==> config.mk <==
export PLATFORM = sky130hd
export DESIGN_NAME = string_literal_transcoder_unit_flat
export DESIGN_NICKNAME = d
export VERILOG_FILES = /design/src/slt_pkg.sv /design/src/slt_if.sv /design/src/slt_decoder.sv /design/src/slt_serializer.sv /design/src/string_literal_transcoder_unit.sv /design/src/flat_wrapper.sv
export VERILOG_INCLUDE_DIRS = /design/src /design/src/src
export SDC_FILE = /design/constraint.sdc
export NUM_CORES = 1
export LEC_CHECK = 0
export ABC_AREA = 0
export BUFFER_PORTS_ARGS = -buffer_cell sky130_fd_sc_hd__buf_2
export CAP_MARGIN = 15
export CORE_MARGIN = 10
export CORE_UTILIZATION = 40
export CTS_BUF_LIST = sky130_fd_sc_hd__clkbuf_16
export DETAILED_ROUTE_END_ITERATION = 10
export PLACE_DENSITY = 0.68
export SLEW_MARGIN = 20
export SYNTH_ARGS = -nofsm -noshare
export SYNTH_HDL_FRONTEND = slang
export SYNTH_SLANG_ARGS = --single-unit
==> constraint.sdc <==
create_clock -name clk -period 7.05 [get_ports clk]
set_clock_uncertainty 0.2 [all_clocks]
set_input_delay 1.41 -clock clk [delete_from_list [all_inputs] [get_ports clk]]
set_output_delay 1.41 -clock clk [all_outputs]
set_load 0.01 [all_outputs]
==> src/assert_macros.svh <==
// Assertion macros shared by the transcoder RTL.
// Depends on nothing; included by the modules that carry assertions.
`ifndef ASSERT_MACROS_SVH
`define ASSERT_MACROS_SVH

// Same-cycle implication, disabled while reset is asserted.
`define SLT_ASSERT_IMP(lbl, ck, rn, ante, cons) \
    lbl: assert property (@(posedge ck) disable iff (!rn) (ante) |-> (cons)) \
        else $error("%m: same-cycle check failed");

// Next-cycle implication, disabled while reset is asserted.
`define SLT_ASSERT_NXT(lbl, ck, rn, ante, cons) \
    lbl: assert property (@(posedge ck) disable iff (!rn) (ante) |=> (cons)) \
        else $error("%m: next-cycle check failed");

`endif

==> src/slt_pkg.sv <==
// Package for the string literal transcoder: types, codes and constants.
// Depends on nothing; used by every other RTL file but assert_macros.svh.
`default_nettype none

package slt_pkg;

    localparam int UNIT_W          = 32;
    localparam int BYTE_W          = 8;
    localparam int CNT_OUT_W       = 16;
    localparam int MAX_UNITS       = 4;
    localparam int COUNT_WIDTH_DEF = 16;
    localparam int SLOT_W          = 3;

    localparam logic [UNIT_W-1:0] CODE_POINT_MAX = 32'h0010_FFFF;

    localparam logic CMD_BODY = 1'b0;
    localparam logic CMD_END  = 1'b1;

    typedef enum logic [1:0] {
        ST_OK       = 2'd0,
        ST_BAD_ESC  = 2'd1,
        ST_RANGE    = 2'd2,
        ST_BAD_UTF8 = 2'd3
    } status_t;

    typedef enum logic [2:0] {
        PH_NORMAL = 3'd0,
        PH_ESC    = 3'd1,
        PH_OCT    = 3'd2,
        PH_HEX    = 3'd3,
        PH_UESC   = 3'd4,
        PH_UTF8   = 3'd5
    } phase_t;

    // Everything one input item produces, handed from the decoder to the output stage.
    typedef struct packed {
        logic [MAX_UNITS-1:0][UNIT_W-1:0]    units;
        logic [MAX_UNITS-1:0][CNT_OUT_W-1:0] counts;
        logic [SLOT_W-1:0]                   n_units;
        logic                                has_end;
        logic [1:0]                          end_status;
        logic [CNT_OUT_W-1:0]                end_count;
    } bundle_t;

endpackage

`default_nettype wire

==> src/slt_if.sv <==
// Valid/ready channel interfaces for the transcoder input and output items.
// Depends on slt_pkg for the field widths.
`default_nettype none

interface slt_in_if;
    logic                        valid;
    logic                        ready;
    logic                        cmd;
    logic [slt_pkg::BYTE_W-1:0]  literal_byte;

    modport source (output valid, output cmd, output literal_byte, input ready);
    modport sink   (input valid, input cmd, input literal_byte, output ready);
endinterface

interface slt_out_if;
    logic                          valid;
    logic                          ready;
    logic [slt_pkg::UNIT_W-1:0]    out_unit;
    logic                          is_end;
    logic [1:0]                    status;
    logic [slt_pkg::CNT_OUT_W-1:0] unit_count;
    logic                          last;

    modport source (output valid, output out_unit, output is_end, output status,
                    output unit_count, output last, input ready);
    modport sink   (input valid, input out_unit, input is_end, input status,
                    input unit_count, input last, output ready);
endinterface

`default_nettype wire

==> src/slt_decoder.sv <==
// Escape and UTF-8 decoder: holds the per-literal state and builds one result bundle per item.
// Depends on slt_pkg and assert_macros.svh.
`default_nettype none
`include "assert_macros.svh"

module slt_decoder #(
    parameter int COUNT_WIDTH = slt_pkg::COUNT_WIDTH_DEF
) (
    input  wire logic                       clk,
    input  wire logic                       rst_n,
    input  wire logic                       accept,
    input  wire logic                       in_cmd,
    input  wire logic [slt_pkg::BYTE_W-1:0] in_byte,
    input  wire logic                       wide_mode,
    output slt_pkg::bundle_t                bundle,
    output logic                            has_records
);

    typedef struct packed {
        logic [slt_pkg::MAX_UNITS-1:0][slt_pkg::UNIT_W-1:0] units;
        logic [slt_pkg::SLOT_W-1:0]                         len;
    } enc_t;

    slt_pkg::phase_t          phase_reg, phase_next;
    logic [31:0]              acc_reg, acc_next;
    logic [3:0]               dig_reg, dig_next;
    logic [1:0]               u8_reg, u8_next;
    logic                     ovf_reg, ovf_next;
    slt_pkg::status_t         err_reg, err_next;
    logic [COUNT_WIDTH-1:0]   count_reg, count_next;

    logic [4:0]               hexv;
    logic [8:0]               simv;
    logic                     is_oct;
    slt_pkg::status_t         fin_err;
    logic                     take_start;
    slt_pkg::phase_t          st_phase;
    logic [31:0]              st_acc;
    logic [1:0]               st_u8;
    slt_pkg::status_t         st_err;
    logic                     st_cp;
    logic [31:0]              acc_hex;
    logic [31:0]              acc_u8;
    logic                     pre_vld;
    logic [31:0]              pre_val;
    logic                     cp_vld;
    logic [31:0]              cp_val;
    logic                     end_vld;
    slt_pkg::status_t         end_status;
    enc_t                     enc;
    logic [slt_pkg::SLOT_W-1:0] n_units;
    logic [COUNT_WIDTH-1:0]   total_count;

    function automatic logic [4:0] hex_val(input logic [7:0] b);
        logic [4:0] r;
        r = '0;
        if (b >= 8'h30 && b <= 8'h39)      r = {1'b1, 4'(b - 8'h30)};
        else if (b >= 8'h41 && b <= 8'h46) r = {1'b1, 4'(b - 8'h37)};
        else if (b >= 8'h61 && b <= 8'h66) r = {1'b1, 4'(b - 8'h57)};
        return r;
    endfunction

    function automatic logic [8:0] simple_esc(input logic [7:0] b);
        logic [8:0] r;
        case (b)
            8'h27:   r = {1'b1, 8'h27};
            8'h22:   r = {1'b1, 8'h22};
            8'h3f:   r = {1'b1, 8'h3f};
            8'h5c:   r = {1'b1, 8'h5c};
            8'h61:   r = {1'b1, 8'h07};
            8'h62:   r = {1'b1, 8'h08};
            8'h66:   r = {1'b1, 8'h0c};
            8'h6e:   r = {1'b1, 8'h0a};
            8'h72:   r = {1'b1, 8'h0d};
            8'h74:   r = {1'b1, 8'h09};
            8'h76:   r = {1'b1, 8'h0b};
            default: r = '0;
        endcase
        return r;
    endfunction

    function automatic enc_t utf8_encode(input logic [31:0] v, input logic wide);
        enc_t e;
        e = '0;
        if (wide || v <= 32'h7f) begin
            e.units[0] = v;
            e.len      = 3'd1;
        end else if (v <= 32'h7ff) begin
            e.units[0] = {24'b0, 8'hC0 | {2'b0, v[11:6]}};
            e.units[1] = {24'b0, 8'h80 | {2'b0, v[5:0]}};
            e.len      = 3'd2;
        end else if (v <= 32'hffff) begin
            e.units[0] = {24'b0, 8'hE0 | {2'b0, v[17:12]}};
            e.units[1] = {24'b0, 8'h80 | {2'b0, v[11:6]}};
            e.units[2] = {24'b0, 8'h80 | {2'b0, v[5:0]}};
            e.len      = 3'd3;
        end else begin
            e.units[0] = {24'b0, 8'hF0 | {2'b0, v[23:18]}};
            e.units[1] = {24'b0, 8'h80 | {2'b0, v[17:12]}};
            e.units[2] = {24'b0, 8'h80 | {2'b0, v[11:6]}};
            e.units[3] = {24'b0, 8'h80 | {2'b0, v[5:0]}};
            e.len      = 3'd4;
        end
        return e;
    endfunction

    // Saturating add of a small step; the count never passes all ones.
    function automatic logic [COUNT_WIDTH-1:0] sat_add(input logic [COUNT_WIDTH-1:0] base,
                                                      input logic [2:0] step);
        logic [COUNT_WIDTH:0] s;
        s = {1'b0, base} + (COUNT_WIDTH+1)'(step);
        return s[COUNT_WIDTH] ? {COUNT_WIDTH{1'b1}} : s[COUNT_WIDTH-1:0];
    endfunction

    assign hexv    = hex_val(in_byte);
    assign simv    = simple_esc(in_byte);
    assign is_oct  = (in_byte >= 8'h30) && (in_byte <= 8'h37);
    assign acc_hex = {acc_reg[27:0], hexv[3:0]};
    assign acc_u8  = {acc_reg[25:0], in_byte[5:0]};

    // Closing an octal or hex escape.
    always_comb
    begin
        if (ovf_reg || acc_reg[31])
            fin_err = slt_pkg::ST_BAD_ESC;
        else if (!wide_mode && (acc_reg[31:8] != '0))
            fin_err = slt_pkg::ST_RANGE;
        else
            fin_err = slt_pkg::ST_OK;
    end

    // A byte seen outside any escape or multi-byte sequence.
    always_comb
    begin
        st_phase = slt_pkg::PH_NORMAL;
        st_acc   = '0;
        st_u8    = '0;
        st_err   = slt_pkg::ST_OK;
        st_cp    = 1'b0;
        if (in_byte == 8'h5c) begin
            st_phase = slt_pkg::PH_ESC;
        end else if (!in_byte[7]) begin
            st_cp = 1'b1;
        end else if (in_byte[7:5] == 3'b110) begin
            st_acc   = {27'b0, in_byte[4:0]};
            st_u8    = 2'd1;
            st_phase = slt_pkg::PH_UTF8;
        end else if (in_byte[7:4] == 4'b1110) begin
            st_acc   = {28'b0, in_byte[3:0]};
            st_u8    = 2'd2;
            st_phase = slt_pkg::PH_UTF8;
        end else if (in_byte[7:3] == 5'b11110) begin
            st_acc   = {29'b0, in_byte[2:0]};
            st_u8    = 2'd3;
            st_phase = slt_pkg::PH_UTF8;
        end else begin
            st_err = slt_pkg::ST_BAD_UTF8;
        end
    end

    always_comb
    begin
        phase_next = phase_reg;
        acc_next   = acc_reg;
        dig_next   = dig_reg;
        u8_next    = u8_reg;
        ovf_next   = ovf_reg;
        err_next   = err_reg;
        take_start = 1'b0;
        pre_vld    = 1'b0;
        pre_val    = acc_reg;
        cp_vld     = 1'b0;
        cp_val     = {24'b0, in_byte};
        end_vld    = 1'b0;
        end_status = err_reg;
        if (in_cmd == slt_pkg::CMD_BODY) begin
            if (err_reg == slt_pkg::ST_OK) begin
                unique case (phase_reg)
                    slt_pkg::PH_ESC:
                    begin
                        acc_next = '0;
                        ovf_next = 1'b0;
                        if (in_byte == 8'h75 || in_byte == 8'h55) begin
                            dig_next   = (in_byte == 8'h75) ? 4'd4 : 4'd8;
                            phase_next = slt_pkg::PH_UESC;
                        end else if (in_byte == 8'h78) begin
                            dig_next   = 4'd1;
                            phase_next = slt_pkg::PH_HEX;
                        end else if (is_oct) begin
                            acc_next   = {29'b0, in_byte[2:0]};
                            phase_next = slt_pkg::PH_OCT;
                        end else if (simv[8]) begin
                            phase_next = slt_pkg::PH_NORMAL;
                            pre_vld    = 1'b1;
                            pre_val    = {24'b0, simv[7:0]};
                        end else begin
                            err_next   = slt_pkg::ST_BAD_ESC;
                            phase_next = slt_pkg::PH_NORMAL;
                        end
                    end
                    slt_pkg::PH_OCT:
                    begin
                        if (is_oct) begin
                            ovf_next = ovf_reg | (acc_reg[31:29] != '0);
                            acc_next = {acc_reg[28:0], in_byte[2:0]};
                        end else if (fin_err != slt_pkg::ST_OK) begin
                            err_next   = fin_err;
                            phase_next = slt_pkg::PH_NORMAL;
                        end else begin
                            pre_vld    = 1'b1;
                            take_start = 1'b1;
                        end
                    end
                    slt_pkg::PH_HEX:
                    begin
                        if (hexv[4]) begin
                            ovf_next = ovf_reg | (acc_reg[31:24] != '0);
                            acc_next = acc_hex;
                            dig_next = '0;
                        end else if (dig_reg != '0) begin
                            err_next   = slt_pkg::ST_BAD_ESC;
                            phase_next = slt_pkg::PH_NORMAL;
                        end else if (fin_err != slt_pkg::ST_OK) begin
                            err_next   = fin_err;
                            phase_next = slt_pkg::PH_NORMAL;
                        end else begin
                            pre_vld    = 1'b1;
                            take_start = 1'b1;
                        end
                    end
                    slt_pkg::PH_UESC:
                    begin
                        if (!hexv[4] || dig_reg == '0) begin
                            err_next   = slt_pkg::ST_BAD_ESC;
                            phase_next = slt_pkg::PH_NORMAL;
                        end else begin
                            acc_next = acc_hex;
                            dig_next = dig_reg - 4'd1;
                            if (dig_reg == 4'd1) begin
                                phase_next = slt_pkg::PH_NORMAL;
                                if (acc_hex > slt_pkg::CODE_POINT_MAX)
                                    err_next = slt_pkg::ST_BAD_ESC;
                                else begin
                                    cp_vld = 1'b1;
                                    cp_val = acc_hex;
                                end
                            end
                        end
                    end
                    slt_pkg::PH_UTF8:
                    begin
                        if (in_byte[7:6] != 2'b10 || u8_reg == '0) begin
                            err_next   = slt_pkg::ST_BAD_UTF8;
                            phase_next = slt_pkg::PH_NORMAL;
                        end else begin
                            acc_next = acc_u8;
                            u8_next  = u8_reg - 2'd1;
                            if (u8_reg == 2'd1) begin
                                phase_next = slt_pkg::PH_NORMAL;
                                if (acc_u8 > slt_pkg::CODE_POINT_MAX)
                                    err_next = slt_pkg::ST_BAD_UTF8;
                                else begin
                                    cp_vld = 1'b1;
                                    cp_val = acc_u8;
                                end
                            end
                        end
                    end
                    default:
                    begin
                        take_start = 1'b1;
                    end
                endcase
            end
            if (take_start) begin
                phase_next = st_phase;
                acc_next   = st_acc;
                dig_next   = '0;
                u8_next    = st_u8;
                ovf_next   = 1'b0;
                err_next   = st_err;
                cp_vld     = st_cp;
            end
        end else begin
            end_vld = 1'b1;
            if (err_reg == slt_pkg::ST_OK) begin
                unique case (phase_reg)
                    slt_pkg::PH_OCT:
                    begin
                        end_status = fin_err;
                        pre_vld    = (fin_err == slt_pkg::ST_OK);
                    end
                    slt_pkg::PH_HEX:
                    begin
                        if (dig_reg != '0) begin
                            end_status = slt_pkg::ST_BAD_ESC;
                        end else begin
                            end_status = fin_err;
                            pre_vld    = (fin_err == slt_pkg::ST_OK);
                        end
                    end
                    slt_pkg::PH_ESC, slt_pkg::PH_UESC:
                    begin
                        end_status = slt_pkg::ST_BAD_ESC;
                    end
                    slt_pkg::PH_UTF8:
                    begin
                        end_status = slt_pkg::ST_BAD_UTF8;
                    end
                    default:
                    begin
                        end_status = slt_pkg::ST_OK;
                    end
                endcase
            end
            // The end item leaves the block clear for the next literal.
            phase_next = slt_pkg::PH_NORMAL;
            acc_next   = '0;
            dig_next   = '0;
            u8_next    = '0;
            ovf_next   = 1'b0;
            err_next   = slt_pkg::ST_OK;
        end
    end

    // A raw unit may be followed by one code point; that code point is then plain ASCII.
    assign enc     = utf8_encode(cp_val, wide_mode);
    assign n_units = 3'(pre_vld) + (cp_vld ? enc.len : 3'd0);
    assign total_count = sat_add(count_reg, n_units);
    assign count_next  = end_vld ? '0 : total_count;

    always_comb
    begin
        bundle = '0;
        for (int i = 0; i < slt_pkg::MAX_UNITS; i++) begin
            bundle.counts[i] = 16'(sat_add(count_reg, 3'(i + 1)));
            if (!pre_vld)
                bundle.units[i] = enc.units[i];
        end
        if (pre_vld) begin
            bundle.units[0] = pre_val;
            for (int i = 1; i < slt_pkg::MAX_UNITS; i++)
                bundle.units[i] = enc.units[i-1];
        end
        bundle.n_units    = n_units;
        bundle.has_end    = end_vld;
        bundle.end_status = end_status;
        bundle.end_count  = 16'(total_count);
    end

    assign has_records = end_vld || (n_units != '0);

    always_ff @(posedge clk or negedge rst_n)
    begin
        if (!rst_n) begin
            phase_reg <= slt_pkg::PH_NORMAL;
            acc_reg   <= '0;
            dig_reg   <= '0;
            u8_reg    <= '0;
            ovf_reg   <= 1'b0;
            err_reg   <= slt_pkg::ST_OK;
            count_reg <= '0;
        end else if (accept) begin
            phase_reg <= phase_next;
            acc_reg   <= acc_next;
            dig_reg   <= dig_next;
            u8_reg    <= u8_next;
            ovf_reg   <= ovf_next;
            err_reg   <= err_next;
            count_reg <= count_next;
        end
    end

    `SLT_ASSERT_NXT(a_end_clears, clk, rst_n, accept && in_cmd == slt_pkg::CMD_END,
        count_reg == '0 && err_reg == slt_pkg::ST_OK && phase_reg == slt_pkg::PH_NORMAL)
    `SLT_ASSERT_NXT(a_err_freezes, clk, rst_n,
        accept && in_cmd == slt_pkg::CMD_BODY && err_reg != slt_pkg::ST_OK,
        $stable(count_reg) && $stable(err_reg))
    `SLT_ASSERT_IMP(a_err_silent, clk, rst_n,
        in_cmd == slt_pkg::CMD_BODY && err_reg != slt_pkg::ST_OK, !has_records)

endmodule

`default_nettype wire

==> src/slt_serializer.sv <==
// Output stage: registers one result bundle and hands its records out one per cycle while ready.
// Depends on slt_pkg, slt_if and assert_macros.svh.
`default_nettype none
`include "assert_macros.svh"

module slt_serializer (
    input  wire logic              clk,
    input  wire logic              rst_n,
    input  wire logic              load,
    input  wire slt_pkg::bundle_t  bundle_in,
    output logic                   can_load,
    slt_out_if.source              out_ch
);

    slt_pkg::bundle_t             bundle_reg;
    logic                         valid_reg;
    logic [slt_pkg::SLOT_W-1:0]   idx_reg;
    logic [slt_pkg::SLOT_W-1:0]   total;
    logic                         is_unit;
    logic                         last_rec;
    logic                         pop;

    assign total    = bundle_reg.n_units + 3'(bundle_reg.has_end);
    assign is_unit  = idx_reg < bundle_reg.n_units;
    assign last_rec = (idx_reg + 3'd1) == total;
    assign pop      = valid_reg && out_ch.ready;
    assign can_load = !valid_reg || (pop && last_rec);

    assign out_ch.valid      = valid_reg;
    assign out_ch.out_unit   = is_unit ? bundle_reg.units[idx_reg[1:0]] : '0;
    assign out_ch.is_end     = !is_unit;
    assign out_ch.status     = is_unit ? 2'(slt_pkg::ST_OK) : bundle_reg.end_status;
    assign out_ch.unit_count = is_unit ? bundle_reg.counts[idx_reg[1:0]]
                                       : bundle_reg.end_count;
    assign out_ch.last       = last_rec;

    always_ff @(posedge clk)
    begin
        if (load)
            bundle_reg <= bundle_in;
    end

    always_ff @(posedge clk or negedge rst_n)
    begin
        if (!rst_n)
        begin
            valid_reg <= 1'b0;
            idx_reg   <= '0;
        end
        else if (load)
        begin
            valid_reg <= 1'b1;
            idx_reg   <= '0;
        end
        else if (pop)
        begin
            if (last_rec)
                valid_reg <= 1'b0;
            else
                idx_reg <= idx_reg + 3'd1;
        end
    end

    `SLT_ASSERT_IMP(a_idx_in_range, clk, rst_n, valid_reg, idx_reg < total)
    `SLT_ASSERT_NXT(a_stall_holds, clk, rst_n, valid_reg && !out_ch.ready && !load,
        valid_reg && $stable(idx_reg))
    `SLT_ASSERT_NXT(a_load_starts, clk, rst_n, load, valid_reg && idx_reg == '0)

endmodule

`default_nettype wire

==> src/string_literal_transcoder_unit.sv <==
// An item's first record is registered and shows on the output in the cycle after the
// item is taken; items enter one per cycle while each gives at most one record and the
// receiver is ready. Up to four units, or a unit and the end record, can come of one item;
// the output register is the only limit: a new item enters in the cycle its last record goes.
// Reset (rst_n, asynchronous, active low) clears the decode state, the unit count, the
// output valid flag and the wide_mode register; no clearing pass is needed.
`default_nettype none

module string_literal_transcoder_unit #(
    parameter int COUNT_WIDTH = slt_pkg::COUNT_WIDTH_DEF
) (
    input  wire logic  clk,
    input  wire logic  rst_n,
    input  wire logic  cfg_we,
    input  wire logic  cfg_wdata,
    slt_in_if.sink     in_item,
    slt_out_if.source  out_item
);

    // The single configuration register: 1 selects 32-bit code units, 0 narrow bytes.
    logic              wide_mode_reg;

    logic              accept;
    logic              can_load;
    logic              has_records;
    slt_pkg::bundle_t  bundle;

    // The input side is ready whenever the output register is empty or its last record
    // leaves in this cycle; a result that the receiver holds off keeps the input waiting
    // until its last record has gone.
    assign in_item.ready = can_load;
    assign accept        = in_item.valid && can_load;

    always_ff @(posedge clk or negedge rst_n)
    begin
        if (!rst_n)
            wide_mode_reg <= 1'b0;
        else if (cfg_we)
            wide_mode_reg <= cfg_wdata;
    end

    // The decoder works on the item as it is accepted: escape and UTF-8 state, error
    // tracking and the saturating unit count all advance in that same cycle, and every
    // record the item causes is gathered into one bundle.
    slt_decoder #(
        .COUNT_WIDTH (COUNT_WIDTH)
    ) u_decoder (
        .clk         (clk),
        .rst_n       (rst_n),
        .accept      (accept),
        .in_cmd      (in_item.cmd),
        .in_byte     (in_item.literal_byte),
        .wide_mode   (wide_mode_reg),
        .bundle      (bundle),
        .has_records (has_records)
    );

    // Items that cause no record (a byte inside an escape, or any byte after an error)
    // never occupy the output register.
    slt_serializer u_serializer (
        .clk       (clk),
        .rst_n     (rst_n),
        .load      (accept && has_records),
        .bundle_in (bundle),
        .can_load  (can_load),
        .out_ch    (out_item)
    );

endmodule

`default_nettype wire
==> src/flat_wrapper.sv <==
// flat-port wrapper written by rule: the top's interface ports become plain ports
module string_literal_transcoder_unit_flat 
#(
    parameter int COUNT_WIDTH = slt_pkg::COUNT_WIDTH_DEF
)
  (clk, rst_n, cfg_we, cfg_wdata, in_item_valid, in_item_cmd, in_item_literal_byte, in_item_ready, out_item_valid, out_item_out_unit, out_item_is_end, out_item_status, out_item_unit_count, out_item_last, out_item_ready);
  slt_in_if in_item_i ();
  slt_out_if out_item_i ();
  input  wire logic clk;
  input  wire logic rst_n;
  input  wire logic cfg_we;
  input  wire logic cfg_wdata;
  input wire logic [$bits(in_item_i.valid)-1:0] in_item_valid;
  input wire logic [$bits(in_item_i.cmd)-1:0] in_item_cmd;
  input wire logic [$bits(in_item_i.literal_byte)-1:0] in_item_literal_byte;
  output wire logic [$bits(in_item_i.ready)-1:0] in_item_ready;
  output wire logic [$bits(out_item_i.valid)-1:0] out_item_valid;
  output wire logic [$bits(out_item_i.out_unit)-1:0] out_item_out_unit;
  output wire logic [$bits(out_item_i.is_end)-1:0] out_item_is_end;
  output wire logic [$bits(out_item_i.status)-1:0] out_item_status;
  output wire logic [$bits(out_item_i.unit_count)-1:0] out_item_unit_count;
  output wire logic [$bits(out_item_i.last)-1:0] out_item_last;
  input wire logic [$bits(out_item_i.ready)-1:0] out_item_ready;
  assign in_item_i.valid = in_item_valid;
  assign in_item_i.cmd = in_item_cmd;
  assign in_item_i.literal_byte = in_item_literal_byte;
  assign in_item_ready = in_item_i.ready;
  assign out_item_valid = out_item_i.valid;
  assign out_item_out_unit = out_item_i.out_unit;
  assign out_item_is_end = out_item_i.is_end;
  assign out_item_status = out_item_i.status;
  assign out_item_unit_count = out_item_i.unit_count;
  assign out_item_last = out_item_i.last;
  assign out_item_i.ready = out_item_ready;
  string_literal_transcoder_unit #(.COUNT_WIDTH(COUNT_WIDTH)) u_core (.clk(clk), .rst_n(rst_n), .cfg_we(cfg_we), .cfg_wdata(cfg_wdata), .in_item(in_item_i), .out_item(out_item_i));
endmodule
### Word-level counts from Yosys, hierarchy flattened

Index checks and enable logic that the tools add are counted.

* bits of input ports: 15
* bits in registers: 279
* output and inout port bits: 54
* word-level logic and storage cells: 304

* multiplexer cells: 163
* $lt $le $gt $ge: 14
* eq/ne operators: 43
* $add $sub $neg: 13
* bitwise gates (word level): 2
* reductions and logical operators: 47

Operators by type and width (number)
* $mux W32: 24
* $pmux W32 S5: 1
* $mux W128: 1
* $pmux W9 S11: 1
* $mux W96: 1
* $eq A8 B7 Y1 const B: 11
* $mux W2: 40
* $mux W3: 25
* $mux W73: 1
* $mux W67: 1
* $bmux W32 S2: 1
* $gt A32 B21 Y1 const B: 2
* $mux W16: 4
* $pmux W32 S2: 1
* $mux W40: 1
* $ne A4 B3 Y1 const B: 10
* $mux W4: 9
* $mux W35: 1
* $add A16 B2 Y17 const B: 2
* $mux W1: 34
* $bmux W16 S2: 1
* $le A32 B11 Y1 const B: 1
* $le A32 B16 Y1 const B: 1
* $le A32 B7 Y1 const B: 1
* 56 further kinds: 107

### Logic depth before layout (Yosys ltp)

* depth in word-level cells: 23
* gate-level depth with buffers: 23
* mapped depth without buffers: 20

### Hierarchy

From an unflattened synthesis, not the netlist that was laid out.

* cells, all modules: 1523
* area, all modules: 16605.9 um^2

Modules (own cells, without submodules)
* slt_serializer: cells each 372, instances 1, area an instance 8443.1 um^2, seq. area each 6526.3 um^2
* slt_decoder: cells each 1147, instances 1, area an instance 8110.3 um^2, seq. area each 1501.4 um^2
* string_literal_transcoder_unit: cells each 4, instances 1, area an instance 52.6 um^2, seq. area each 25.0 um^2

### Worst setup path before layout

Ideal clock, no wire load.

* path type: input-to-reg
* from: input port in_item_literal_byte[0]
* to: register u_core.u_serializer.bundle_reg[0] (netlist name), enable pin
* data required time: 6.380 ns
* setup slack: -0.356 ns
* data arrival time: 6.736 ns
* library setup time: 0.470 ns
* stages on the path: 15
* buffers on the path: 2
* cells stage by stage: buf_2 inv_1 ha_1 or3b_1 o311ai_4 a21boi_1 a32o_1 nor4b_1 a31oi_2 buf_2 a21oi_1 ha_1 ha_1 xnor2_1 o21ba_2

RTL lines
* start: declaration: RTL line flat_wrapper.sv:15 `input wire logic [$bits(in_item_i.literal_byte)-1:0] in_item_literal_byte;`
* end signal: assignment: RTL line slt_serializer.sv:40 `bundle_reg <= bundle_in;`
* end: declaration: RTL line slt_serializer.sv:15 `slt_pkg::bundle_t bundle_reg;`

==> out/metrics.yaml <==
run_status:
  status: "finished clean"
synthesis:
  yosys.area.top_type: "edfxtp_1"
  synth_most_common_cell: "edfxtp_1"
  postSynth.asyncResetShare_pct: 28.38
  synth_ff_type: "edfxtp_1"
  yosys-top-cells-area: "edfxtp_1 35%, dfrtp_1 11%, nand2_1 3.9%"
  synth_warnings: 0
  synth_edf_count: 164
  yosysSeqAreaShare_pct: 46.27
  synth_area_um2: 14160
  synth_top_area_share_pct: 34.78
  netlist-cell-type-count: 96
  synth_cells: 1419
  synth.top_cells.by_count: "164 x edfxtp_1, 148 x nand2_1, 122 x nor2_1, 86 x clkbuf_1, 86 x o21ai_0"
  avgSynthCellArea_um2: 9.979
  ys_ff_latch: 229
sta:
  post-route-min-period_ns: 6.353
  maxSlewViolCount: 0
  final_hold_viol_count: 0
  hold_slack_ns: 0.2808
  rsz0062_at_grt: "false"
  slew-limit-headroom_pct: 30.52
  fin_ws_ns: 0.6971
  worst_pin_slew_ns: 1.042
  fmax_ghz: 0.1574
  setup_viol: 0
  tns_ns: 0
  finalCritPeriodShare_pct: 90.11
route:
  vias: 11590
  finalWirelength_um: 43010
  wl_per_cell_um: 22.25
  firstDrtPassIters: 10
  viasPerCell: 5.997
  ant_nets: 0
  drcViolationCount: 0
  drtIter0Drc: 1068
setup_path:
  worstPathArrival_ns: 6.63
  crit_fanout: 12
  critPathCaptureType: "flip-flop"
  cp-startpoint: "in_item_literal_byte[1]"
  slowest_delay_ns: 0.68
  startpoint_type: "input port"
  slowest_stage: "nor4b_1"
  criticalPathCategory: "in -> reg"
  worstPathRequired_ns: 7.33
  path_cells: "buf_2 -> inv_1 -> ha_1 -> or3b_1 -> o311a_1 -> o21ai_1 -> o2bb2ai_1 -> nor4b_1 -> a31o_2 -> nor3_1 -> ha_1 -> inv_1 -> fa_1 -> nor2b_1 -> o2111ai_1 -> nor2_1 -> nand2_1 -> o21ai_0 -> nor3b_1 -> a21o_1"
  r2r_start: "u_core.u_decoder.phase_reg[1]$_DFFE_PN0P_"
grt:
  grt_usage_pct: 19.06
  overflow: 0
  grt_start_max_net_pins: 169
  antenna_found_initial: 1
  grt_pass1_wl_um: 67060
  grt_pass1_vias: 11290
clocking:
  cts-hold-fix-buffers: 0
  cts_buffers: 26
  cts_setup_buffers: 0
  cts-root-buf: "clkbuf_16"
  insertion_delay_ns: 0.54
  cts_tree: "yes"
  cts.htree.levels: 1
  cts_buffer_depth: 3
  post_cts_resized: 0
  path_clk_slew_ns: 0.06
  clkSinkCount: 229
floorplanning:
  core_um2: 34710
  io_pins: 69
  die_height_um: 208.1
  std_cell_rows: 68
  initial_core_util_pct: 40.79
  die-area_um2: 43320
  die_width_um: 208.1
cells_and_area:
  antenna_cells: 0
  regArea_um2: 6556
  area_growth_pct: 11.93
  largest_reg_flops: 164
  multi_input_area_um2: 7166
  nFillCells: 3304
  final_nets: 1499
  drive_above_1_share_pct: 14.28
power_and_ir_drop:
  p_leak_uw: 0.006102
  power_density_nw_per_um2: 328.8
  ir_drop_uv: 218.2
min_path:
  hold_class: "reg -> reg"
  min_from: "u_core.u_decoder.u8_reg[1]$_DFFE_PN0P_"
placement:
  dp_hpwl_um: 30220
  place_worst_setup_slack_ns: 0.2322
  io_buffers: 68
  gp_congestion: 0.9590
run:
  drv_cap: 0
==> cell type report <==
cell class	count	area share, %
Timing Repair Buffer	96	3.553
Inverter	34	0.8052
Clock inverter	22	1.366
Tap cell	455	3.592
Clock buffer	26	4.105
Sequential cell	229	41.37
Multi-Input combinational cell	1071	45.21
==> cells in the final DEF (no fill, tap or decap), drive strengths merged, types with 9 or more instances in the layout <==
| cell type | instances |
|---|---|
| edfxtp | 164 |
| nand2 | 148 |
| nor2 | 122 |
| o21ai | 101 |
| buf | 96 |
| a21oi | 75 |
| dfrtp | 65 |
| mux2i | 40 |
| nand3 | 39 |
| inv | 36 |
| nor3 | 35 |
| a22o | 32 |
| o22ai | 29 |
| and2 | 29 |
| nor2b | 26 |
| clkbuf | 26 |
| ha | 25 |
| conb | 25 |
| mux4 | 23 |
| or3 | 23 |
| xnor2 | 22 |
| a21o | 21 |
| mux2 | 20 |
| xor2 | 17 |
| clkinv | 15 |
| nor3b | 14 |
| a31oi | 14 |
| a22oi | 13 |
| nand2b | 13 |
| o31ai | 12 |
| nand4 | 11 |
| a222oi | 11 |
| and3 | 10 |
| nor4 | 10 |
| or4 | 9 |
| a211oi | 9 |
==> critical path, delay by kind of cell <==
family          cells  cell delay (ns)
fa+ha+maj           3             1.05
compound gates      7             1.65
buf+inv             3             0.36
simple gates        7             2.16
==> path summary, 6_finish.rpt <==
path,slack [ns],cells after the start,to
max in group asynchronous,5.06,2,u_core.u_serializer.idx_reg[0]$_DFFE_PN0P_
min,0.28,1,u_core.u_decoder.u8_reg[1]$_DFFE_PN0P_
min in group asynchronous,0.86,2,u_core.u_decoder.acc_reg[17]$_DFFE_PN0P_
min reg2reg,0.28,1,u_core.u_decoder.u8_reg[1]$_DFFE_PN0P_
max,0.70,20,u_core.u_decoder.count_reg[2]$_DFFE_PN0P_
max reg2reg,0.99,19,u_core.u_decoder.count_reg[2]$_DFFE_PN0P_
==> metal layers <==
metal	vias to the layer above	global-route usage [%]	routed length (µm)
met5	-	0	8
met4	2	5.405	1150
met3	69	2.261	2378
met2	448	32.88	21330
met1	5698	24.57	18150
li1	5376	-	-
==> logic make-up (layout without fill, tap and decap cells) <==
group                      Yosys count  in the layout  synth area share (%)
muxes                               83             83                 8.076
DFF                                229            229                 46.27
xor gates and xnor gates            39             39                 2.412
other                                1             25               0.02648
AOI/OAI and AO/OA                  387            387                 18.56
and+or+nand+nor                    511            511                 18.28
adders and majority gates           26             26                 2.350
buffers and inverters              143            178                 4.029
==> stage by stage <==
| step | power [µW] | instances | utilization [%] | instance area [µm²] |
|---|---|---|---|---|
| floorplan | 3150 | 1443 | - | 14260 |
| global placement | 3870 | 1885 | 43.15 | 14980 |
| detailed placement | 3889 | 1885 | 43.16 | 14980 |
| CTS | 5275 | 1933 | 45.66 | 15850 |
| global route | 5502 | 1933 | 45.66 | 15850 |
| finish | 5212 | 1933 | 45.66 | 15850 |
==> where the power goes <==
group	leakage (µW)	switching, µW	internal (µW)
clock network	0.000441	553	818
logic	0.00324	1170	730
registers	0.00242	245	1700
No activity file was read; power rests on OpenSTA's default activity.
